[src/hw/rtl/hmbtd_pkg.sv]
package hmbtd_pkg;

    // memory organisation: two byte banks split on address bit 0
    localparam int unsigned BANK_DEPTH = 32768;
    localparam int unsigned BANK_AW    = 15;
    localparam int unsigned SPR_COUNT  = 40;
    localparam int unsigned SPR_AW     = 6;

    // address map
    localparam logic [15:0] ECHO_LO    = 16'hE000;
    localparam logic [15:0] ECHO_HI    = 16'hFDFF;
    localparam logic [15:0] ECHO_SHIFT = 16'h2000;
    localparam logic [15:0] OAM_LO     = 16'hFE00;
    localparam logic [15:0] OAM_HI     = 16'hFE9F;
    localparam logic [15:0] KEY_ADDR   = 16'hFF00;
    localparam logic [15:0] IRQ_ADDR   = 16'hFF0F;
    localparam logic [15:0] LCDC_ADDR  = 16'hFF40;
    localparam logic [15:0] BGP_ADDR   = 16'hFF47;
    localparam logic [15:0] OBP0_ADDR  = 16'hFF48;
    localparam logic [15:0] OBP1_ADDR  = 16'hFF49;

    localparam logic [7:0] LCDC_INIT = 8'h91;
    localparam logic [7:0] BGP_INIT  = 8'hFC;
    localparam logic [7:0] OBP_INIT  = 8'hFF;

    localparam logic [7:0] KEY_SEL_ROW_ONE = 8'h10;
    localparam logic [7:0] KEY_IRQ_MASK    = 8'h10;

    // tile data starts at bank index 0x4000 (byte address 0x8000)
    localparam logic [2:0] TILE_BANK_TOP = 3'b100;
    localparam logic [8:0] TILE_LIMIT    = 9'd384;
    localparam logic [5:0] SPR_LIMIT     = 6'd40;

    localparam logic [8:0] SPR_Y_OFFSET = 9'd16;
    localparam logic [8:0] SPR_X_OFFSET = 9'd8;

    localparam logic [1:0] SPR_FIELD_Y    = 2'd0;
    localparam logic [1:0] SPR_FIELD_X    = 2'd1;
    localparam logic [1:0] SPR_FIELD_TILE = 2'd2;
    localparam logic [1:0] SPR_FIELD_ATTR = 2'd3;

    typedef enum logic [2:0] {
        REQ_READ   = 3'd0,
        REQ_WRITE  = 3'd1,
        REQ_KEY    = 3'd2,
        REQ_TILE   = 3'd3,
        REQ_SPRITE = 3'd4
    } req_t;

    typedef enum logic [5:0] {
        OP_NONE   = 6'b000001,
        OP_READ   = 6'b000010,
        OP_WRITE  = 6'b000100,
        OP_KEY    = 6'b001000,
        OP_TILE   = 6'b010000,
        OP_SPRITE = 6'b100000
    } op_t;

    typedef struct packed {
        op_t                op;
        logic [15:0]        addr;
        logic [7:0]         data;
        logic [7:0]         key_one;
        logic [7:0]         key_two;
        logic               ok;
        logic [BANK_AW-1:0] bank_idx;
        logic [SPR_AW-1:0]  spr_idx;
    } cmd_t;

    typedef struct packed {
        logic [7:0]        read_data;
        logic [15:0]       row_pixels;
        logic              sprite_enabled;
        logic signed [8:0] sprite_y;
        logic signed [8:0] sprite_x;
        logic [7:0]        sprite_tile;
        logic              sprite_behind;
        logic              sprite_mirror_y;
        logic              sprite_mirror_x;
        logic              sprite_palette_sel;
    } res_t;

    function automatic logic [7:0] init_byte(input logic [15:0] a);
        logic [7:0] v;
        unique case (a)
            LCDC_ADDR: v = LCDC_INIT;
            BGP_ADDR:  v = BGP_INIT;
            OBP0_ADDR: v = OBP_INIT;
            OBP1_ADDR: v = OBP_INIT;
            default:   v = '0;
        endcase
        return v;
    endfunction

    // leftmost pixel in bits 1:0, high plane gives the upper bit
    function automatic logic [15:0] tile_decode(input logic [7:0] lo, input logic [7:0] hi);
        logic [15:0] px;
        px = '0;
        for (int p = 0; p < 8; p++) begin
            px[2*p]   = lo[7-p];
            px[2*p+1] = hi[7-p];
        end
        return px;
    endfunction

endpackage

[src/hw/rtl/hmbtd_front.sv]
module hmbtd_front
    import hmbtd_pkg::*;
#(
    parameter int unsigned QUEUE_DEPTH = 2
) (
    input  logic        clk,
    input  logic        rst_n,
    input  logic        in_valid,
    output logic        in_ready,
    input  logic [2:0]  req_type,
    input  logic [15:0] address,
    input  logic [7:0]  write_data,
    input  logic [7:0]  key_row_one,
    input  logic [7:0]  key_row_two,
    input  logic [8:0]  tile_index,
    input  logic [2:0]  tile_row,
    input  logic [5:0]  sprite_index,
    output logic        cmd_valid,
    output cmd_t        cmd,
    input  logic        cmd_pop
);

    localparam int unsigned PTR_W = (QUEUE_DEPTH > 1) ? $clog2(QUEUE_DEPTH) : 1;
    localparam int unsigned CNT_W = $clog2(QUEUE_DEPTH + 1);
    localparam logic [PTR_W-1:0] PTR_LAST = PTR_W'(QUEUE_DEPTH - 1);
    localparam logic [CNT_W-1:0] CNT_FULL = CNT_W'(QUEUE_DEPTH);

    cmd_t             new_cmd;
    logic [15:0]      folded;
    logic             push;

    cmd_t             q_reg [QUEUE_DEPTH];
    logic [PTR_W-1:0] wr_ptr_reg;
    logic [PTR_W-1:0] wr_ptr_next;
    logic [PTR_W-1:0] rd_ptr_reg;
    logic [PTR_W-1:0] rd_ptr_next;
    logic [CNT_W-1:0] count_reg;
    logic [CNT_W-1:0] count_next;

    // classify the request and fold echo ram down
    always_comb
    begin
        folded = address;
        if (address >= ECHO_LO && address <= ECHO_HI)
        begin
            folded = address - ECHO_SHIFT;
        end

        new_cmd          = '0;
        new_cmd.addr     = folded;
        new_cmd.data     = write_data;
        new_cmd.key_one  = key_row_one;
        new_cmd.key_two  = key_row_two;
        new_cmd.spr_idx  = sprite_index;
        new_cmd.bank_idx = folded[15:1];

        unique case (req_type)
            REQ_READ:
            begin
                new_cmd.op = OP_READ;
            end
            REQ_WRITE:
            begin
                new_cmd.op = OP_WRITE;
            end
            REQ_KEY:
            begin
                new_cmd.op = OP_KEY;
            end
            REQ_TILE:
            begin
                new_cmd.op       = OP_TILE;
                new_cmd.ok       = tile_index < TILE_LIMIT;
                // each tile row is one even/odd byte pair
                new_cmd.bank_idx = {TILE_BANK_TOP, tile_index, tile_row};
            end
            REQ_SPRITE:
            begin
                new_cmd.op = OP_SPRITE;
                new_cmd.ok = sprite_index < SPR_LIMIT;
            end
            default:
            begin
                new_cmd.op = OP_NONE;
            end
        endcase
    end

    assign in_ready  = count_reg != CNT_FULL;
    assign push      = in_valid && in_ready;
    assign cmd_valid = count_reg != '0;
    assign cmd       = q_reg[rd_ptr_reg];

    always_comb
    begin
        wr_ptr_next = wr_ptr_reg;
        rd_ptr_next = rd_ptr_reg;
        count_next  = count_reg;
        if (push)
        begin
            wr_ptr_next = (wr_ptr_reg == PTR_LAST) ? '0 : wr_ptr_reg + 1'b1;
        end
        if (cmd_pop)
        begin
            rd_ptr_next = (rd_ptr_reg == PTR_LAST) ? '0 : rd_ptr_reg + 1'b1;
        end
        if (push && !cmd_pop)
        begin
            count_next = count_reg + 1'b1;
        end
        else if (!push && cmd_pop)
        begin
            count_next = count_reg - 1'b1;
        end
    end

    always_ff @(posedge clk or negedge rst_n)
    begin
        if (!rst_n)
        begin
            wr_ptr_reg <= '0;
            rd_ptr_reg <= '0;
            count_reg  <= '0;
        end
        else
        begin
            wr_ptr_reg <= wr_ptr_next;
            rd_ptr_reg <= rd_ptr_next;
            count_reg  <= count_next;
        end
    end

    always_ff @(posedge clk)
    begin
        if (push)
        begin
            q_reg[wr_ptr_reg] <= new_cmd;
        end
    end

`ifndef SYNTHESIS
    a_pop_needs_entry: assert property (@(posedge clk) disable iff (!rst_n)
        cmd_pop |-> cmd_valid)
        else $error("queue popped while empty");

    a_count_bounded: assert property (@(posedge clk) disable iff (!rst_n)
        count_reg <= CNT_FULL)
        else $error("queue count beyond depth");

    a_empty_pointers: assert property (@(posedge clk) disable iff (!rst_n)
        (count_reg == '0) |-> (wr_ptr_reg == rd_ptr_reg))
        else $error("queue pointers apart while empty");
`endif

endmodule

[config.mk]
export PLATFORM = sky130hd
export DESIGN_NAME = hmbtd_front
export DESIGN_NICKNAME = d
export VERILOG_FILES = /design/src/hw/rtl/hmbtd_pkg.sv /design/src/hw/rtl/hmbtd_front.sv
export SDC_FILE = /design/constraint.sdc
export NUM_CORES = 1
export LEC_CHECK = 0
export BUFFER_PORTS_ARGS = -buffer_cell sky130_fd_sc_hd__buf_4
export CORE_MARGIN = 2
export CORE_UTILIZATION = 50
export DETAILED_ROUTE_END_ITERATION = 8
export MAX_ROUTING_LAYER = met4
export PLACE_DENSITY = 0.76
export SETUP_SLACK_MARGIN = 0.2
export SKIP_LAST_GASP = 1
export SYNTH_ARGS = -nofsm -noshare
export SYNTH_HDL_FRONTEND = slang
export SYNTH_SLANG_ARGS = --single-unit
[constraint.sdc]
create_clock -name clk -period 5.1 [get_ports clk]
set_input_delay 0.51 -clock clk [delete_from_list [all_inputs] [get_ports clk]]
set_output_delay 0.51 -clock clk [all_outputs]
set_load 0.01 [all_outputs]
==> Yosys cells after proc, flatten, opt, wreduce, memory -nomap -nowiden <==
Memory sizes are Yosys's and may differ from the RTL's.
Cells that the tools add are included.
{ "word_totals": {"mem_count": 1, "ff_bits": 4, "input_bits": 65, "wordCells": 37, "ramBits": 136} }
{ "op_classes": {"n_reduce_logical": 9, "n_mux": 10, "eq_ne": 5, "addsub": 5, "n_lt_le_gt_ge": 4} }
{ "mem_list": {"columns": ["name", "depth", "width", "read_ports", "rd_ports_with_merged_regs", "wr", "line", "rtl"], "rows": [
  ["q_reg", 2, 68, 1, 0, 1, "hmbtd_front.sv:32", "cmd_t q_reg [QUEUE_DEPTH];"]
]} }
{ "ops": {"columns": ["cell", "n"], "rows": [
  ["case mux 6 bit (5 select lines)", 1],
  [">= comparator 16 bit, second input constant", 1],
  ["<= comparator 16 bit, second input constant", 1],
  ["two-way mux 16 bit", 1],
  ["subtractor 16 x 14 -> 16 bit, second input constant", 1],
  ["two-way mux 15 bit", 1],
  ["< comparator 9 bit, second input constant", 1],
  ["equality test 3 x 2 -> 1 bit, second input constant", 2],
  ["< comparator 6 bit, second input constant", 1],
  ["logical AND 1 bit", 4],
  ["two-way mux 1 bit", 4],
  ["two-way mux 2 bit", 2],
  ["nonzero test 2 bit", 2],
  ["equality test 3 x 1 -> 1 bit, second input constant", 1],
  ["equality test 3 bit, second input constant", 1],
  ["logical NOT 3 bit", 1],
  ["adder 1 bit, second input constant", 2],
  ["adder 2 x 1 -> 2 bit, second input constant", 1],
  ["logical NOT 1 bit", 2],
  ["inequality test 2 bit, second input constant", 1],
  ["case mux 1 bit (2 select lines)", 1],
  ["subtractor 2 x 1 -> 2 bit, second input constant", 1]
]} }

==> Logic depth before layout (Yosys ltp) <==
{ "logic_depth": {"depth_word": 6, "depth_mapped": 7} }

==> Worst setup path after synthesis <==
OpenSTA, ideal clock, no wires.
{ "synth_timing": {"path_kind": "reg2reg", "from": "register count_reg[0]", "to": "memory q_reg[0][0] (netlist name), enable pin", "n_path_buf": 0, "stages_incl_launch_ff": 4, "slack_ns": 1.065, "arrival_ns": 3.541, "setup_time_ns": 0.494, "required_time_ns": 4.606, "synth_period_minus_slack_ns": 4.035, "path_cell_list": "dfrtp_1 nand2b_1 nand2_1 nor2_1"} }
{ "synth_via": {"elab_chain_cells": 4} }
{ "synth_rtl": {"columns": ["item", "line", "rtl"], "rows": [
  ["from (decl)", "hmbtd_front.sv:37", "logic [CNT_W-1:0] count_reg;"],
  ["from (signal assigned)", "hmbtd_front.sv:129", "count_reg <= count_next;"],
  ["inequality test 2 bit", "hmbtd_front.sv:89", "assign in_ready = count_reg != CNT_FULL;"],
  ["named net in_ready", "hmbtd_front.sv:9", "output logic in_ready,"],
  ["logical AND 1 bit", "hmbtd_front.sv:90", "assign push = in_valid && in_ready;"],
  ["two-way mux 1 bit", "hmbtd_front.sv:135", "if (push)"],
  ["two-way mux 1 bit (implied by the code)", "hmbtd_front.sv:137", "q_reg[wr_ptr_reg] <= new_cmd;"],
  ["to (decl)", "hmbtd_front.sv:32", null]
]} }
The timed path passes the listed nets, and every way through them passes these cells.

==> results_dict.tcl <==
set metrics [dict create \
    run_status "complete, no violations" \
    synth_fp_nets 333 \
    synthFlopType "edfxtp_1" \
    fin_skew_ns 0.00375 \
    fin_crit_ns 3.14 \
    cts.path.max_buffers 2 \
    tightestPinTransition_ns 1.06 \
    netSwitchingPower_uw 1090 \
    place_area_mm2 0.00657 \
    hp-class "input port to flip-flop" \
    max_freq_mhz 319 \
    die_height_um 108 \
    port_buffers 134 \
    root_buffer "clkbuf_8" \
    synth_top_cell_by_area "edfxtp_1" \
    die_x_um 108 \
    crit_fanout 45 \
    path_cells "buf_4, mux2_2, buf_4" \
    start_kind "flip-flop" \
    setup_tns_ns 0 \
    drt-initial-drc-count 103 \
    numClockSinks 140 \
    synth-edff-count 136 \
    ys_top_cells_by_area "edfxtp_1 75%, mux2_2 15%, dfrtp_1 1.8%" \
    p_int_uw 3040 \
    worstPathArrival_ns 2.63 \
    avgSynthCellArea_um2 20.4 \
    grt_first_pass_wirelength_mm 14.3 \
    cts_tree "done" \
    finalCritPeriodShare_pct 61.5 \
    cts_setup_buffers 0 \
    drtAntennaViolNets 0 \
    slowest_delay_ns 1.06 \
    ctsResizeCount 0 \
    dieArea_mm2 0.0117 \
    grt_pass1_vias 2926 \
    core-area_mm2 0.0107 \
    critPathMostFrequentCell "buf_4" \
    clkPwrFrac_pct 30.5 \
    yosysSeqAreaShare_pct 77.1 \
    clkLatencyLatePin_ns 0.50 \
    wire_per_inst_um 17.0 \
    grt_max_degree 46 \
    final-setup-viol-count 0 \
    pwr-share-comb_pct 28.0 \
    hold_violations 0 \
    initial_core_util_pct 50.7 \
    track_usage_pct 17.3 \
    ys_warn_count 0 \
    drive_above_1_share_pct 59.2 \
    p_leak_uw 0.00277 \
    p_seq_share_pct 41.6 \
    max_slew_margin_pct 29.3 \
    hold_slack_ns 0.185 \
    io_pins 135 \
    num_vias 2886 \
    drc 0 \
    syn_to_final_growth_pct 32.7 \
    cts_hold_buf 1 \
    largest_reg_flops 136 \
    synth_cell_types 31 \
    p_total_uw 4140 \
    ys_ff_latch 140 \
    max_cap_violations 0 \
    cp-end-kind "primary output" \
    switching_share_pct 26.4 \
    row_count 38 \
    fin_nets 481 \
    wl_mm 9.63 \
    clk_pin_slew_ns 0.06 \
    netlist_area_mm2 0.00543 \
    grt-ovfl-total 0 \
    antenna_found_initial 0 \
    vdd.ir_drop.worst_v 0.000302 \
    crit_path_top_delay_cell "dfrtp_2" \
    place_congestion 0.800 \
    syn_inst 266 \
    hpwl_mm 6.32 \
    synthArstFlopShare_pct 2.86 \
    maxSlewViolCount 0 \
    rsz0062_at_grt "no" \
    cts_buffers 17 \
    diodes 0 \
    via_per_inst 5.10 \
    place_inst 534 \
    drt_first_pass_iters 4 \
    required_ns 4.59 \
    synth_top_area_share_pct 75.3 \
    p_per_area_mw_per_mm2 575 \
    final_cell_area_mm2 0.00720 \
    critPathKind "flip-flop to primary output" \
    htreeDepth 4 \
    stdcell_count 566 \
]
layout make-up:
| type | count | area [um^2] |
|---|---|---|
| Clock inverter | 14 | 201 |
| Fill cell | 739 | 3500 |
| Clock buffer | 17 | 414 |
| Timing Repair Buffer | 138 | 1040 |
| Multi-Input combinational cell | 111 | 1160 |
| Tap cell | 140 | 175 |
| Sequential cell | 140 | 4190 |
| Inverter | 6 | 22.5 |
logic make-up after synthesis:
family / synth area share [%]
AOI/OAI and AO/OA: 0.600
xor gates and xnor gates: 0.807
adders and majority gates: 0.461
buffers and inverters: 1.66
DFF: 77.1
muxes: 17.0
and+or+nand+nor: 2.33
final timing paths:
check	startpoint	to	slack [ns]	cells after the start
worst max register to register	count_reg[0]$_DFFE_PN0P_	q_reg[0][42]$_DFFE_PP_	2.66	4
worst max-delay path	rd_ptr_reg$_DFFE_PN0P_	cmd[19]	1.96	3
max in group asynchronous	rst_n	rd_ptr_reg$_DFFE_PN0P_	4.65	2
worst min-delay path	write_data[7]	q_reg[0][45]$_DFFE_PP_	0.19	1
min in group asynchronous	rst_n	wr_ptr_reg$_DFFE_PN0N_	0.34	2
worst min register to register	count_reg[1]$_DFFE_PN0P_	count_reg[1]$_DFFE_PN0P_	0.50	1
cells in the final DEF (no fill, tap or decap), types with 2 or more instances in the layout:
master,n
dfrtp_1,3
and2_1,2
nor3b_1,2
xnor2_1,2
clkinv_1,2
inv_1,6
mux2_4,6
and3_2,2
edfxtp_1,136
nand4_1,2
ha_1,2
nor2_1,2
clkinv_2,4
clkinvlp_4,2
bufinv_16,5
buf_4,137
clkbuf_16,16
mux2_2,73
xor2_1,3
worst max-delay path: cells and delay by family, from the launching register on:
kind | cells | cell delay, ns
buffers and inverters | 2 | 0.62
DFF | 1 | 1.06
muxes | 1 | 0.41
routing by layer:
metal | share of wire, % | wire length [um] | track usage [%]
met1 | 39 | 3790 | 20.0
met5 | 0 | 0 | -
met3 | 7.7 | 744 | 5.91
met4 | 1.4 | 138 | 8.61
met2 | 51 | 4960 | 27.0
synthesized netlist by cell type, types with 2 or more instances:
master / instances
nor2_1: 3
nand4_1: 2
buf_6: 2
edfxtp_1: 136
nor3b_1: 2
mux2_2: 73
mux2_4: 6
ha_1: 2
buf_2: 6
xnor2_1: 2
inv_1: 6
and2_1: 2
xor2_1: 3
dfrtp_1: 4
power groups by stage:
| stage | logic [uW] | clock network (uW) | registers (uW) |
|---|---|---|---|
| floorplan | 717 | 0 | 1660 |
| global placement | 1170 | 0 | 1730 |
| finish | 1160 | 1260 | 1720 |
| global route | 1240 | 1340 | 1750 |
| detailed placement | 1170 | 0 | 1740 |
| CTS | 1180 | 1290 | 1720 |
metrics by stage:
stage | worst slack, ns | util, %
floorplan | 1.06 | -
global route | 1.83 | 67.3
finish | 1.96 | 67.3
global placement | 2.49 | 61.4
CTS | 1.91 | 67.3
detailed placement | 2.48 | 61.4
Note: power is estimated with default switching activity, not from simulation.
